===== src/rtl/hce_pkg.sv =====
package hce_pkg;

    localparam int MAX_NODES = 16;
    localparam int VW        = 5;
    localparam int ROW_W     = $clog2(MAX_NODES);

    localparam logic [1:0] OP_ADD   = 2'd0;
    localparam logic [1:0] OP_NEXT  = 2'd1;
    localparam logic [1:0] OP_CLEAR = 2'd2;

    // controller to datapath
    typedef struct packed {
        logic cfg_wr;
        logic add_edge;
        logic clear;
        logic step;
        logic put_vertex;
        logic put_none;
    } hce_cmd_t;

    // datapath to controller
    typedef struct packed {
        logic done;
        logic hit;
        logic empty;
        logic final_vtx;
        logic out_free;
    } hce_stat_t;

endpackage


===== src/rtl/hamiltonian_cycle_enumerator.sv =====
// edit, clear and node count writes produce no result item
// a next request runs the search one backtracking step at a time (one advance of the
// top path entry via a priority pick over the adjacency row), so its search
// latency is data dependent and can grow exponentially with the vertex count
// a found cycle then streams n_act+1 items (n_act is node_count clamped to 2..16), one per cycle without stall
// reset (async, active low) clears the graph, sets node count 16, restarts search
module hamiltonian_cycle_enumerator
    import hce_pkg::*;
(
    input  logic          clk,
    input  logic          rst_n,
    // item input
    input  logic          in_valid,
    output logic          in_stall,
    input  logic [1:0]    opcode,
    input  logic [VW-1:0] node_a,
    input  logic [VW-1:0] node_b,
    // node count write
    input  logic          cfg_valid,
    output logic          cfg_ready,
    input  logic [VW-1:0] node_count,
    // result output
    output logic          out_valid,
    input  logic          out_stall,
    output logic          found,
    output logic [VW-1:0] vertex,
    output logic          last
);

    hce_cmd_t  cmd;
    hce_stat_t stat;

    // sequencer: idle, search steps, cycle emission, not-found emission
    hce_ctrl u_ctrl (
        .clk       (clk),
        .rst_n     (rst_n),
        .in_valid  (in_valid),
        .opcode    (opcode),
        .cfg_valid (cfg_valid),
        .stat      (stat),
        .in_stall  (in_stall),
        .cfg_ready (cfg_ready),
        .cmd       (cmd)
    );

    // adjacency matrix, path stack, visited set and result register
    hce_dpath u_dpath (
        .clk       (clk),
        .rst_n     (rst_n),
        .cmd       (cmd),
        .cfg_data  (node_count),
        .node_a    (node_a),
        .node_b    (node_b),
        .out_stall (out_stall),
        .stat      (stat),
        .out_valid (out_valid),
        .found     (found),
        .vertex    (vertex),
        .last      (last)
    );

endmodule


===== src/rtl/hce_ctrl.sv =====
module hce_ctrl
    import hce_pkg::*;
(
    input  logic       clk,
    input  logic       rst_n,
    input  logic       in_valid,
    input  logic [1:0] opcode,
    input  logic       cfg_valid,
    input  hce_stat_t  stat,
    output logic       in_stall,
    output logic       cfg_ready,
    output hce_cmd_t   cmd
);

    typedef enum logic [3:0] {
        ST_IDLE   = 4'b0001,
        ST_SEARCH = 4'b0010,
        ST_EMIT   = 4'b0100,
        ST_NONE   = 4'b1000
    } hce_state_t;

    hce_state_t state_reg;
    hce_state_t state_next;

    always_comb
    begin
        cmd        = '0;
        in_stall   = 1'b1;
        cfg_ready  = 1'b0;
        state_next = state_reg;
        unique case (state_reg)
            ST_IDLE:
            begin
                in_stall   = 1'b0;
                cfg_ready  = 1'b1;
                cmd.cfg_wr = cfg_valid;
                if (in_valid)
                begin
                    unique case (opcode)
                        OP_ADD:   cmd.add_edge = 1'b1;
                        OP_CLEAR: cmd.clear    = 1'b1;
                        OP_NEXT:  state_next   = stat.done ? ST_NONE : ST_SEARCH;
                        default:  ;
                    endcase
                end
            end
            ST_SEARCH:
            begin
                cmd.step = 1'b1;
                if (stat.hit)
                begin
                    state_next = ST_EMIT;
                end
                else if (stat.empty)
                begin
                    state_next = ST_NONE;
                end
            end
            ST_EMIT:
            begin
                if (stat.out_free)
                begin
                    cmd.put_vertex = 1'b1;
                    if (stat.final_vtx)
                    begin
                        state_next = ST_IDLE;
                    end
                end
            end
            ST_NONE:
            begin
                if (stat.out_free)
                begin
                    cmd.put_none = 1'b1;
                    state_next   = ST_IDLE;
                end
            end
            default: state_next = ST_IDLE;
        endcase
    end

    always_ff @(posedge clk or negedge rst_n)
    begin
        if (!rst_n)
        begin
            state_reg <= ST_IDLE;
        end
        else
        begin
            state_reg <= state_next;
        end
    end

endmodule


===== src/rtl/hce_dpath.sv =====
module hce_dpath
    import hce_pkg::*;
(
    input  logic          clk,
    input  logic          rst_n,
    input  hce_cmd_t      cmd,
    input  logic [VW-1:0] cfg_data,
    input  logic [VW-1:0] node_a,
    input  logic [VW-1:0] node_b,
    input  logic          out_stall,
    output hce_stat_t     stat,
    output logic          out_valid,
    output logic          found,
    output logic [VW-1:0] vertex,
    output logic          last
);

    logic [MAX_NODES-1:0] adj_reg [MAX_NODES];
    logic [MAX_NODES-1:0] adj_next [MAX_NODES];
    logic [VW-1:0]        count_reg, count_next;
    logic [VW-1:0]        level_reg, level_next;
    logic [VW-1:0]        cur_reg, cur_next;
    logic [VW-1:0]        prev_reg, prev_next;
    logic [MAX_NODES-1:0] used_reg, used_next;
    logic                 done_reg, done_next;
    logic [VW-1:0]        idx_reg, idx_next;
    logic                 out_valid_reg, out_valid_next;
    logic                 found_reg;
    logic [VW-1:0]        vertex_reg;
    logic                 last_reg;
    logic [VW-1:0]        stack_reg [MAX_NODES+1];

    logic [VW-1:0]        n_act;
    logic [MAX_NODES-1:0] row_prev;
    logic [MAX_NODES-1:0] close_mask;
    logic [MAX_NODES-1:0] cand_mask;
    logic [VW-1:0]        cand;
    logic                 has_cand;
    logic                 edge_ok;
    logic                 restart;
    logic [VW-1:0]        rd_addr;
    logic [VW-1:0]        rd_val;
    logic                 final_vtx;
    logic                 out_free;

    function automatic logic [MAX_NODES-1:0] vbit(input logic [VW-1:0] v);
        logic [MAX_NODES-1:0] one;
        one = {{(MAX_NODES-1){1'b0}}, 1'b1};
        return one << (v - VW'(1));
    endfunction

    // active vertex count, clamped
    always_comb
    begin
        if (count_reg < VW'(2))
        begin
            n_act = VW'(2);
        end
        else if (count_reg > VW'(MAX_NODES))
        begin
            n_act = VW'(MAX_NODES);
        end
        else
        begin
            n_act = count_reg;
        end
    end

    // next admissible vertex after cur at this level
    always_comb
    begin
        row_prev   = adj_reg[ROW_W'(prev_reg - VW'(1))];
        // closing edge back to vertex 1, row 0 by symmetry
        close_mask = (level_reg == n_act) ? adj_reg[0] : '1;
        for (int i = 0; i < MAX_NODES; i++)
        begin
            cand_mask[i] = row_prev[i] & ~used_reg[i] & close_mask[i]
                         & (VW'(i + 1) > cur_reg) & (VW'(i + 1) <= n_act);
        end
        cand = '0;
        for (int i = MAX_NODES - 1; i >= 0; i--)
        begin
            if (cand_mask[i])
            begin
                cand = VW'(i + 1);
            end
        end
        has_cand = |cand_mask;
    end

    assign final_vtx = (idx_reg == n_act + VW'(1));
    assign out_free  = !out_valid_reg || !out_stall;
    assign rd_addr   = cmd.put_vertex ? (final_vtx ? VW'(1) : idx_reg)
                                      : level_reg - VW'(2);
    assign rd_val    = (rd_addr == VW'(1)) ? VW'(1) : stack_reg[rd_addr];

    assign edge_ok = (node_a != '0) && (node_a <= VW'(MAX_NODES))
                  && (node_b != '0) && (node_b <= VW'(MAX_NODES));
    assign restart = cmd.cfg_wr || cmd.clear || (cmd.add_edge && edge_ok);

    always_comb
    begin
        adj_next       = adj_reg;
        count_next     = count_reg;
        level_next     = level_reg;
        cur_next       = cur_reg;
        prev_next      = prev_reg;
        used_next      = used_reg;
        done_next      = done_reg;
        idx_next       = idx_reg;
        out_valid_next = out_valid_reg && out_stall;

        if (cmd.clear)
        begin
            for (int r = 0; r < MAX_NODES; r++)
            begin
                adj_next[r] = '0;
            end
        end
        if (cmd.add_edge && edge_ok)
        begin
            adj_next[ROW_W'(node_a - VW'(1))][ROW_W'(node_b - VW'(1))] = 1'b1;
            adj_next[ROW_W'(node_b - VW'(1))][ROW_W'(node_a - VW'(1))] = 1'b1;
        end
        if (cmd.cfg_wr)
        begin
            count_next = cfg_data;
        end

        if (restart)
        begin
            level_next = VW'(2);
            cur_next   = '0;
            prev_next  = VW'(1);
            used_next  = {{(MAX_NODES-1){1'b0}}, 1'b1};
            done_next  = 1'b0;
        end
        else if (cmd.step)
        begin
            if (has_cand)
            begin
                if (level_reg == n_act)
                begin
                    cur_next = cand;
                    idx_next = VW'(1);
                end
                else
                begin
                    level_next = level_reg + VW'(1);
                    cur_next   = '0;
                    prev_next  = cand;
                    used_next  = used_reg | vbit(cand);
                end
            end
            else if (level_reg == VW'(2))
            begin
                done_next = 1'b1;
                cur_next  = '0;
            end
            else
            begin
                // backtrack one level
                level_next = level_reg - VW'(1);
                cur_next   = prev_reg;
                prev_next  = rd_val;
                used_next  = used_reg & ~vbit(prev_reg);
            end
        end

        if (cmd.put_vertex)
        begin
            idx_next       = idx_reg + VW'(1);
            out_valid_next = 1'b1;
        end
        else if (cmd.put_none)
        begin
            out_valid_next = 1'b1;
        end
    end

    always_ff @(posedge clk or negedge rst_n)
    begin
        if (!rst_n)
        begin
            for (int r = 0; r < MAX_NODES; r++)
            begin
                adj_reg[r] <= '0;
            end
            count_reg     <= VW'(16);
            level_reg     <= VW'(2);
            cur_reg       <= '0;
            prev_reg      <= VW'(1);
            used_reg      <= {{(MAX_NODES-1){1'b0}}, 1'b1};
            done_reg      <= 1'b0;
            idx_reg       <= VW'(1);
            out_valid_reg <= 1'b0;
        end
        else
        begin
            adj_reg       <= adj_next;
            count_reg     <= count_next;
            level_reg     <= level_next;
            cur_reg       <= cur_next;
            prev_reg      <= prev_next;
            used_reg      <= used_next;
            done_reg      <= done_next;
            idx_reg       <= idx_next;
            out_valid_reg <= out_valid_next;
        end
    end

    // path stack and result payload
    always_ff @(posedge clk)
    begin
        if (cmd.step && has_cand && !restart)
        begin
            stack_reg[level_reg] <= cand;
        end
        if (cmd.put_vertex)
        begin
            found_reg  <= 1'b1;
            vertex_reg <= rd_val;
            last_reg   <= final_vtx;
        end
        else if (cmd.put_none)
        begin
            found_reg  <= 1'b0;
            vertex_reg <= '0;
            last_reg   <= 1'b1;
        end
    end

    assign stat.done      = done_reg;
    assign stat.hit       = has_cand && (level_reg == n_act);
    assign stat.empty     = !has_cand && (level_reg == VW'(2));
    assign stat.final_vtx = final_vtx;
    assign stat.out_free  = out_free;

    assign out_valid = out_valid_reg;
    assign found     = found_reg;
    assign vertex    = vertex_reg;
    assign last      = last_reg;

`ifndef SYNTHESIS
    a_used_matches_level: assert property (@(posedge clk) disable iff (!rst_n)
        $countones(used_reg) == int'(level_reg) - 1)
        else $error("visited set does not match search level");

    a_level_in_range: assert property (@(posedge clk) disable iff (!rst_n)
        (level_reg >= VW'(2)) && (level_reg <= n_act))
        else $error("search level out of range");

    a_no_overwrite: assert property (@(posedge clk) disable iff (!rst_n)
        (cmd.put_vertex || cmd.put_none) |-> !(out_valid_reg && out_stall))
        else $error("result register overwritten while stalled");
`endif

endmodule

===== config.mk =====
export PLATFORM = sky130hd
export DESIGN_NAME = hamiltonian_cycle_enumerator
export DESIGN_NICKNAME = d
export VERILOG_FILES = /design/src/rtl/hce_pkg.sv /design/src/rtl/hamiltonian_cycle_enumerator.sv /design/src/rtl/hce_ctrl.sv /design/src/rtl/hce_dpath.sv
export SDC_FILE = /design/constraint.sdc
export NUM_CORES = 1
export LEC_CHECK = 0
export ABC_CLOCK_PERIOD_IN_PS = 14700
export BUFFER_PORTS_ARGS = -buffer_cell sky130_fd_sc_hd__buf_2
export CAP_MARGIN = 20
export CORE_UTILIZATION = 31
export DETAILED_ROUTE_END_ITERATION = 16
export GPL_ROUTABILITY_DRIVEN = 0
export HOLD_SLACK_MARGIN = 0.06
export SKIP_CTS_REPAIR_TIMING = 1
export SYNTH_ARGS = -nofsm -noshare
export SYNTH_HDL_FRONTEND = slang
export SYNTH_SLANG_ARGS = --single-unit

===== constraint.sdc =====
create_clock -name clk -period 14.7 [get_ports clk]
set_input_delay 0.735 -clock clk [delete_from_list [all_inputs] [get_ports clk]]
set_output_delay 0.735 -clock clk [all_outputs]
set_load 0.005 [all_outputs]

==> impl_metrics.tcl, run 1 <==
set metrics [dict create \
    finalCritPeriodShare 0.425 \
    detail_route.wirelength_mm 57.5 \
    post_synth_instance_area_um2 19300 \
    maxCapViolations 0 \
    setup_slack_of_the_most_critical_reg_to_reg_path_ns 8.45 \
    layout.nets 1667 \
    rsz0062_at_grt "false" \
    global_route_wire_length_before_repair_mm 88.8 \
    layout_min_cycle_time_ns 6.25 \
    placementRows 91 \
    critical_path_class "register to register" \
    worst_slew_pin_slew_ns 1.06 \
    cts-root-to-sink-buffers 3 \
    firstDrtPassIters 6 \
    num_io_pins 32 \
    detail_route.iter0.violations 1311 \
    grt_antenna_before_repair 2 \
    synth_ff_type "dfrtp_1" \
    timing.final.hold_violations 0 \
    ctsHtreeMaxLevel 2 \
    p_leak_nw 11.0 \
    die-width_um 252 \
    detail_route.drc_violations 0 \
    area_growth_syn_to_layout_pct 12.7 \
    clock_sink_count 395 \
    maximum_number_of_pins_on_one_net_before_global_route_repair 118 \
    worst-endpoint-arrival_ns 6.72 \
    global_route.usage.total 0.182 \
    maxClockFrequency_ghz 0.160 \
    buffer_ports.inserted 31 \
    ys_top_cells_by_area "dfrtp_1 38%, edfxtp_1 14%, a21o_1 8.7%, mux4_2 7.0%, o22ai_1 3.6%" \
    synth.distinct_cells 79 \
    core_area_um2 61700 \
    clkSlewWorstSetupHoldPaths_ns 0.06 \
    die_h_um 252 \
    largest_register_ffs 256 \
    synthDominantAreaCellType "dfrtp_1" \
    setup-tns-final_ns 0 \
    critical_path.max_fanout 64 \
    outcome "completed" \
    crit_path_end_kind "register" \
    place_hpwl_mm 38.8 \
    crit-reg2reg-capture "u_dpath.level_reg[4]$_DFFE_PN0P_" \
    proportion_of_synthesized_chip_area_in_sequential_cells 0.535 \
    ys_ff_latch 395 \
    die_area_um2 63400 \
    critPathRequiredTime_ns 15.17 \
    filler_cell_count 6038 \
    synthDominantCellAreaShare 0.384 \
    slew-limit-headroom 0.288 \
    setup_viol 0 \
    grt_overflow_total 0 \
    finalCoreUtilization 0.353 \
    min-delay-path-class "input pin to asynchronous set/reset pin" \
    viasPerCell 5.75 \
    worst-r2r-cell-count 16 \
    initial_core_utilization 0.313 \
    r2r-start "u_dpath.prev_reg[0]$_DFFE_PN1P_" \
    clock_skew_ns 0.0340 \
    grt_pass1_vias 14372 \
    root_buffer "clkbuf_16" \
    netlist_instances 1657 \
    synth_enable_flop_cells 91 \
    finalMaxSlewViolations 0 \
    antennaDiodeCount 0 \
    yosys_warnings 0 \
    postSynthNetCount 1693 \
    pwr_density_cell_nw_per_um2 122 \
    wire_per_inst_um 23.0 \
    cts_buffers 45 \
    synth_area_per_inst_um2 11.7 \
    route.vias.total 14386 \
    startpoint_type "register" \
    clk_latency_ns 0.60 \
    vdd.ir_drop.worst_uv 79.7 \
    synth_async_reset_ratio 0.767 \
    remaining_antenna_violation_count 0 \
    drive_above_1_share 0.134 \
    cts_tree "built" \
]
==> through the flow <==
step                      hold slack [ns]  area (um2)  setup WS (ns)  std cells  total power, mW
after floorplan                     0.438       19300           9.25       1657             1.37
after global placement              0.452       20200           8.62       2420             1.48
after detailed placement            0.459       20200           8.51       2420             1.48
after CTS                           0.265       21800           8.50       2502             2.68
after global routing                0.323       21800           8.10       2503             2.75
final                               0.243       21800           8.45       2503             2.66
==> report_power, final <==
| group | internal, mW | switching [mW] |
|---|---|---|
| clock network | 0.723 | 0.465 |
| logic | 0.0944 | 0.195 |
| registers | 1.14 | 0.0386 |
==> per-layer routing <==
layer / routed length, um / track usage / up-vias
met2: 26800 / 0.289 / 680
met1: 24200 / 0.245 / 7360
li1: - / - / 6220
met3: 4720 / 0.0388 / 124
met5: 41 / 0.00695 / -
met4: 1780 / 0.0646 / 2
==> cell usage after synthesis (all sizes together) (6+ instances only) <==
| cell type | count |
|---|---|
| mux2 | 9 |
| nand2b | 11 |
| edfxtp | 91 |
| a2111oi | 8 |
| mux4 | 73 |
| a211oi | 6 |
| a21o | 223 |
| nor2b | 15 |
| a31oi | 8 |
| xor2 | 8 |
| dfstp | 6 |
| nand3 | 56 |
| or3 | 12 |
| and2 | 10 |
| a311oi | 6 |
| inv | 22 |
| nor3 | 22 |
| nand4 | 16 |
| o21ai | 52 |
| o211ai | 20 |
| mux2i | 41 |
| o31ai | 6 |
| o22ai | 110 |
| and3 | 14 |
| a21oi | 36 |
| clkbuf | 97 |
| o2111ai | 7 |
| nor2 | 64 |
| xnor2 | 14 |
| nand2 | 177 |
| dfrtp | 297 |
| buf | 29 |
| ha | 13 |
| o311ai | 6 |
| a22oi | 6 |
==> cells in the final DEF (no fill, tap or decap), drive strengths merged, types with 41 or more instances in the layout <==
cell type and n:
a21o 223, buf 53, clkbuf 65, dfrtp 297
edfxtp 91, mux2i 41, mux4 73, nand2 177
nand3 56, nor2 64, o21ai 52, o22ai 110
==> layout make-up <==
cell class	count	area (um2)	area share
clock buffer	65	1340	0.0616
clock inverter	17	246	0.0113
inverter	23	86.3	0.00396
multi-input combinational	1113	8380	0.384
sequential	395	10300	0.475
tap	837	1050	0.0480
timing repair buffer	53	350	0.0161
==> worst max-delay path: stages (launching register included) <==
cell	delay, ns
dfstp_4	0.99
inv_1	0.20
ha_2	0.36
buf_4	0.71
mux4_2	0.41
mux4_2	0.53
o2111ai_1	0.20
nand4_1	0.36
nor4_4	0.48
nand2_2	0.22
clkinv_1	0.41
ha_1	0.35
a21o_1	0.18
a21oi_1	0.18
xnor2_1	0.11
or3_1	0.31
o311ai_1	0.09
==> worst max-delay path by stage <==
| stage | start | to | slack, ns | depth (start not counted) |
|---|---|---|---|---|
| global route | u_dpath.prev_reg[0]$_DFFE_PN1P_ | u_dpath.level_reg[4]$_DFFE_PN0P_ | 8.10 | 16 |
| finish | u_dpath.prev_reg[0]$_DFFE_PN1P_ | u_dpath.level_reg[4]$_DFFE_PN0P_ | 8.45 | 16 |
| global placement | u_dpath.prev_reg[0]$_DFFE_PN1P_ | u_dpath.level_reg[4]$_DFFE_PN0P_ | 8.62 | 16 |
| detailed placement | u_dpath.prev_reg[0]$_DFFE_PN1P_ | u_dpath.level_reg[4]$_DFFE_PN0P_ | 8.51 | 16 |
| floorplan | u_dpath.prev_reg[0]$_DFFE_PN1P_ | u_dpath.level_reg[4]$_DFFE_PN0P_ | 9.25 | 23 |
| CTS | u_dpath.prev_reg[0]$_DFFE_PN1P_ | u_dpath.level_reg[4]$_DFFE_PN0P_ | 8.50 | 16 |
==> cell families after synthesis <==
kind of cell | synth area share
AOI/OAI and AO/OA | 0.195
xor gates and xnor gates | 0.00996
adders and majority gates | 0.00945
DFF | 0.535
buffers and inverters | 0.0345
and+or+nand+nor | 0.102
muxes | 0.114
Note: power is estimated with default switching activity, not from simulation.
==> run 2: changes to the inputs <==
ABC_AREA = 1   (was default)
ABC_CLOCK_PERIOD_IN_PS = 5600   (was 14700)
clock period = 5.6 ns   (was 14.7 ns; I/O delays follow)
==> impl_metrics.tcl, run 2 <==
set metrics [dict create \
    outcome "completed" \
    remaining_antenna_violation_count 0 \
    critPathSlowestCell "dfstp_4" \
    global_route_wire_length_before_repair_mm 103 \
    netlist_instances 2673 \
    die_h_um 259 \
    r2r-start "u_dpath.prev_reg[0]$_DFFE_PN1P_" \
    final_common_cell "nand2_1" \
    muxShareOfSynthArea 0.000551 \
    detail_route.drc_violations 0 \
    rsz0062_at_grt "false" \
    drive_above_1_share 0.0710 \
    fin_ws_ns 1.05 \
    timing.hold.worst_endpoint "u_ctrl.state_reg[0]$_DFFE_PN1P_" \
    dominant_delay_contributor_by_cell_family_on_the_critical_path "simple AND/OR/NAND/NOR gates" \
    route.vias.total 18615 \
    vdd.ir_drop.worst_uv 329 \
    startpoint_type "register" \
    synth_area_per_inst_um2 7.65 \
    whs_path_depth 3 \
    setup_slack_of_the_most_critical_reg_to_reg_path_ns 1.05 \
    ctsHtreeMaxLevel 2 \
    postSynthNetCount 2709 \
    firstDrtPassIters 6 \
    filler_cell_count 6831 \
    synth-xor-area-share 0.00514 \
    critical_path_class "register to register" \
    synth_ff_type "dfrtp_1" \
    yosys_warnings 0 \
    hold_slack_ns 0.0718 \
    layout_common_cells "999 x nand2_1, 297 x dfrtp_1, 281 x nor2_1" \
    worstPathBufferInverterCount 6 \
    maxCapViolations 0 \
    worstHoldStart "in_valid" \
    yosys.cell_count.top_type "nand2_1" \
    finalCritPeriodShare 0.813 \
    timing.critical_path.slowest_cell_delay_ns 0.64 \
    largest_register_ffs 256 \
    synthSimpleGateAreaFrac 0.327 \
    layout.nets 2681 \
    num_io_pins 32 \
    min-delay-path-class "input pin to register" \
    finalMaxSlewViolations 0 \
    synth_enable_flop_cells 91 \
    synth_async_reset_ratio 0.767 \
    grt_antenna_before_repair 2 \
    maximum_number_of_pins_on_one_net_before_global_route_repair 154 \
    setup-tns-final_ns 0 \
    area_taken_by_multi_input_logic_gates_um2 9010 \
    area_growth_syn_to_layout_pct 12.8 \
    clock_sink_count 395 \
    worst-endpoint-arrival_ns 5.04 \
    synthDominantAreaCellType "dfrtp_1" \
    synth_area_in_compound_gates 0.0985 \
    viasPerCell 5.27 \
    detail_route.iter0.violations 2236 \
    critPathRequiredTime_ns 6.09 \
    layout_min_cycle_time_ns 4.55 \
    clock_skew_ns 0.0259 \
    grt_overflow_total 0 \
    setup_viol 0 \
    ys_ff_latch 395 \
    cts_buffers 45 \
    clk_latency_ns 0.58 \
    placementRows 93 \
    timing.final.hold_violations 0 \
    slew-limit-headroom 0.188 \
    die-width_um 259 \
    die_area_um2 67000 \
    synthAdderAreaFrac 0.00894 \
    post_synth_instance_area_um2 20400 \
    crit_path_end_kind "register" \
    antennaDiodeCount 0 \
    clkSlewWorstSetupHoldPaths_ns 0.06 \
    largest_family_of_logic_cells_by_synthesized_area "simple AND/OR/NAND/NOR gates" \
    preCtsSetupSlack_ns 1.11 \
    cts-root-to-sink-buffers 3 \
    initial_core_utilization 0.315 \
    wire_per_inst_um 18.9 \
    critical_path.max_fanout 24 \
    synthDominantCellAreaShare 0.364 \
    critical_path.cell_chain "inv_4 -> ha_2 -> inv_2 -> buf_12 -> a21oi_1 -> a22oi_1 -> nand2_1 -> nand3_1 -> nand3_1 -> nor2_1 -> inv_1 -> nand3_1 -> nor2_2 -> nand2_2 -> buf_4 -> nand2_2 -> nand3_4 -> nand2_2 -> inv_2 -> o21ai_0 -> o21ai_1" \
    grt_pass1_vias 17544 \
    place_hpwl_mm 41.1 \
    ff_latch_area_um2 10300 \
    synth.distinct_cells 48 \
    worst_slew_pin_slew_ns 1.21 \
    core_area_um2 64800 \
    detail_route.wirelength_mm 66.6 \
    proportion_of_synthesized_chip_area_in_sequential_cells 0.506 \
    p_leak_nw 11.0 \
    buffer_ports.inserted 31 \
    pwr_density_cell_nw_per_um2 524 \
    synth_top_cells_by_count "1,000 x nand2_1, 297 x dfrtp_1, 281 x nor2_1" \
    worst-r2r-cell-count 21 \
    root_buffer "clkbuf_16" \
    crit-reg2reg-capture "u_dpath.used_reg[1]$_DFFE_PN0P_" \
    finalCoreUtilization 0.356 \
    maxClockFrequency_ghz 0.220 \
    cts_tree "built" \
    global_route.usage.total 0.197 \
    ys_top_cells_by_area "dfrtp_1 36%, nand2_1 18%, edfxtp_1 13%, nand3_1 5.6%, nor2_1 5.2%" \
]
run 2: cell types whose count changed after synthesis, sizes merged, moves of 15 or more:
cell,change
a21o,-223
a21oi,+61
a22oi,+19
buf,+18
inv,+96
mux2i,-41
mux4,-73
nand2,+832
nand3,+179
nand4,+36
nor2,+226
nor2b,-15
o21ai,+85
o22ai,-57
run 2: per-layer routing:
layer	global-route usage	wire (um)
met5	0	13
met3	0.0472	6120
met4	0.0567	1560
met1	0.279	29300
met2	0.298	29700
run 2: worst max-delay path by stage:
stage | startpoint | endpoint | slack [ns] | cells past startpoint
after global placement | u_dpath.count_reg[4]$_DFFE_PN1P_ | u_dpath.prev_reg[2]$_DFFE_PN0P_ | 1.08 | 23
after CTS | u_dpath.count_reg[4]$_DFFE_PN1P_ | u_dpath.prev_reg[2]$_DFFE_PN0P_ | 1.10 | 23
after detailed placement | u_dpath.count_reg[4]$_DFFE_PN1P_ | u_dpath.prev_reg[2]$_DFFE_PN0P_ | 1.11 | 23
final | u_dpath.prev_reg[0]$_DFFE_PN1P_ | u_dpath.used_reg[1]$_DFFE_PN0P_ | 1.05 | 21
after global routing | u_dpath.count_reg[4]$_DFFE_PN1P_ | u_dpath.prev_reg[2]$_DFFE_PN0P_ | 0.70 | 23
after floorplan | u_dpath.prev_reg[0]$_DFFE_PN1P_ | u_dpath.level_reg[4]$_DFFE_PN0P_ | 1.43 | 25
run 2: cell families after synthesis:
logic type / after synthesis
simple gates: 1621
flops: 395
compound gates: 356
buf+inv: 274
fa+ha+maj: 14
xor+xnor: 12
mux: 1
run 2: worst reg2reg max path, stage by stage, from the launching register on:
cell,delay (ns)
dfstp_4,0.64
inv_4,0.06
ha_2,0.32
inv_2,0.36
buf_12,0.26
a21oi_1,0.08
a22oi_1,0.26
nand2_1,0.11
nand3_1,0.12
nand3_1,0.08
nor2_1,0.32
inv_1,0.10
nand3_1,0.11
nor2_2,0.06
nand2_2,0.06
buf_4,0.26
nand2_2,0.16
nand3_4,0.28
nand2_2,0.29
inv_2,0.34
o21ai_0,0.12
o21ai_1,0.08
run 2: metrics by stage:
stage / total power, mW / instances / instance area (um2)
floorplan: 7.12 / 2673 / 20400
global placement: 9.04 / 3432 / 21300
detailed placement: 9.05 / 3438 / 21400
CTS: 12.0 / 3517 / 22900
global route: 12.7 / 3532 / 23100
finish: 12.1 / 3532 / 23100
run 2: power breakdown:
part / leakage [nW] / internal (mW) / switching (mW)
registers: 5.05 / 3.50 / 0.133
clock network: 0.703 / 1.76 / 1.22
logic: 5.21 / 1.37 / 4.09
total: 11.0 / 6.63 / 5.44
run 2: area by class of cell:
| cell class | count | share of cell area |
|---|---|---|
| multi-input combinational | 2004 | 0.391 |
| inverter | 119 | 0.0199 |
| sequential | 395 | 0.449 |
| clock inverter | 13 | 0.00776 |
| clock buffer | 66 | 0.0554 |
| timing repair buffer | 80 | 0.0309 |
| tap | 855 | 0.0464 |
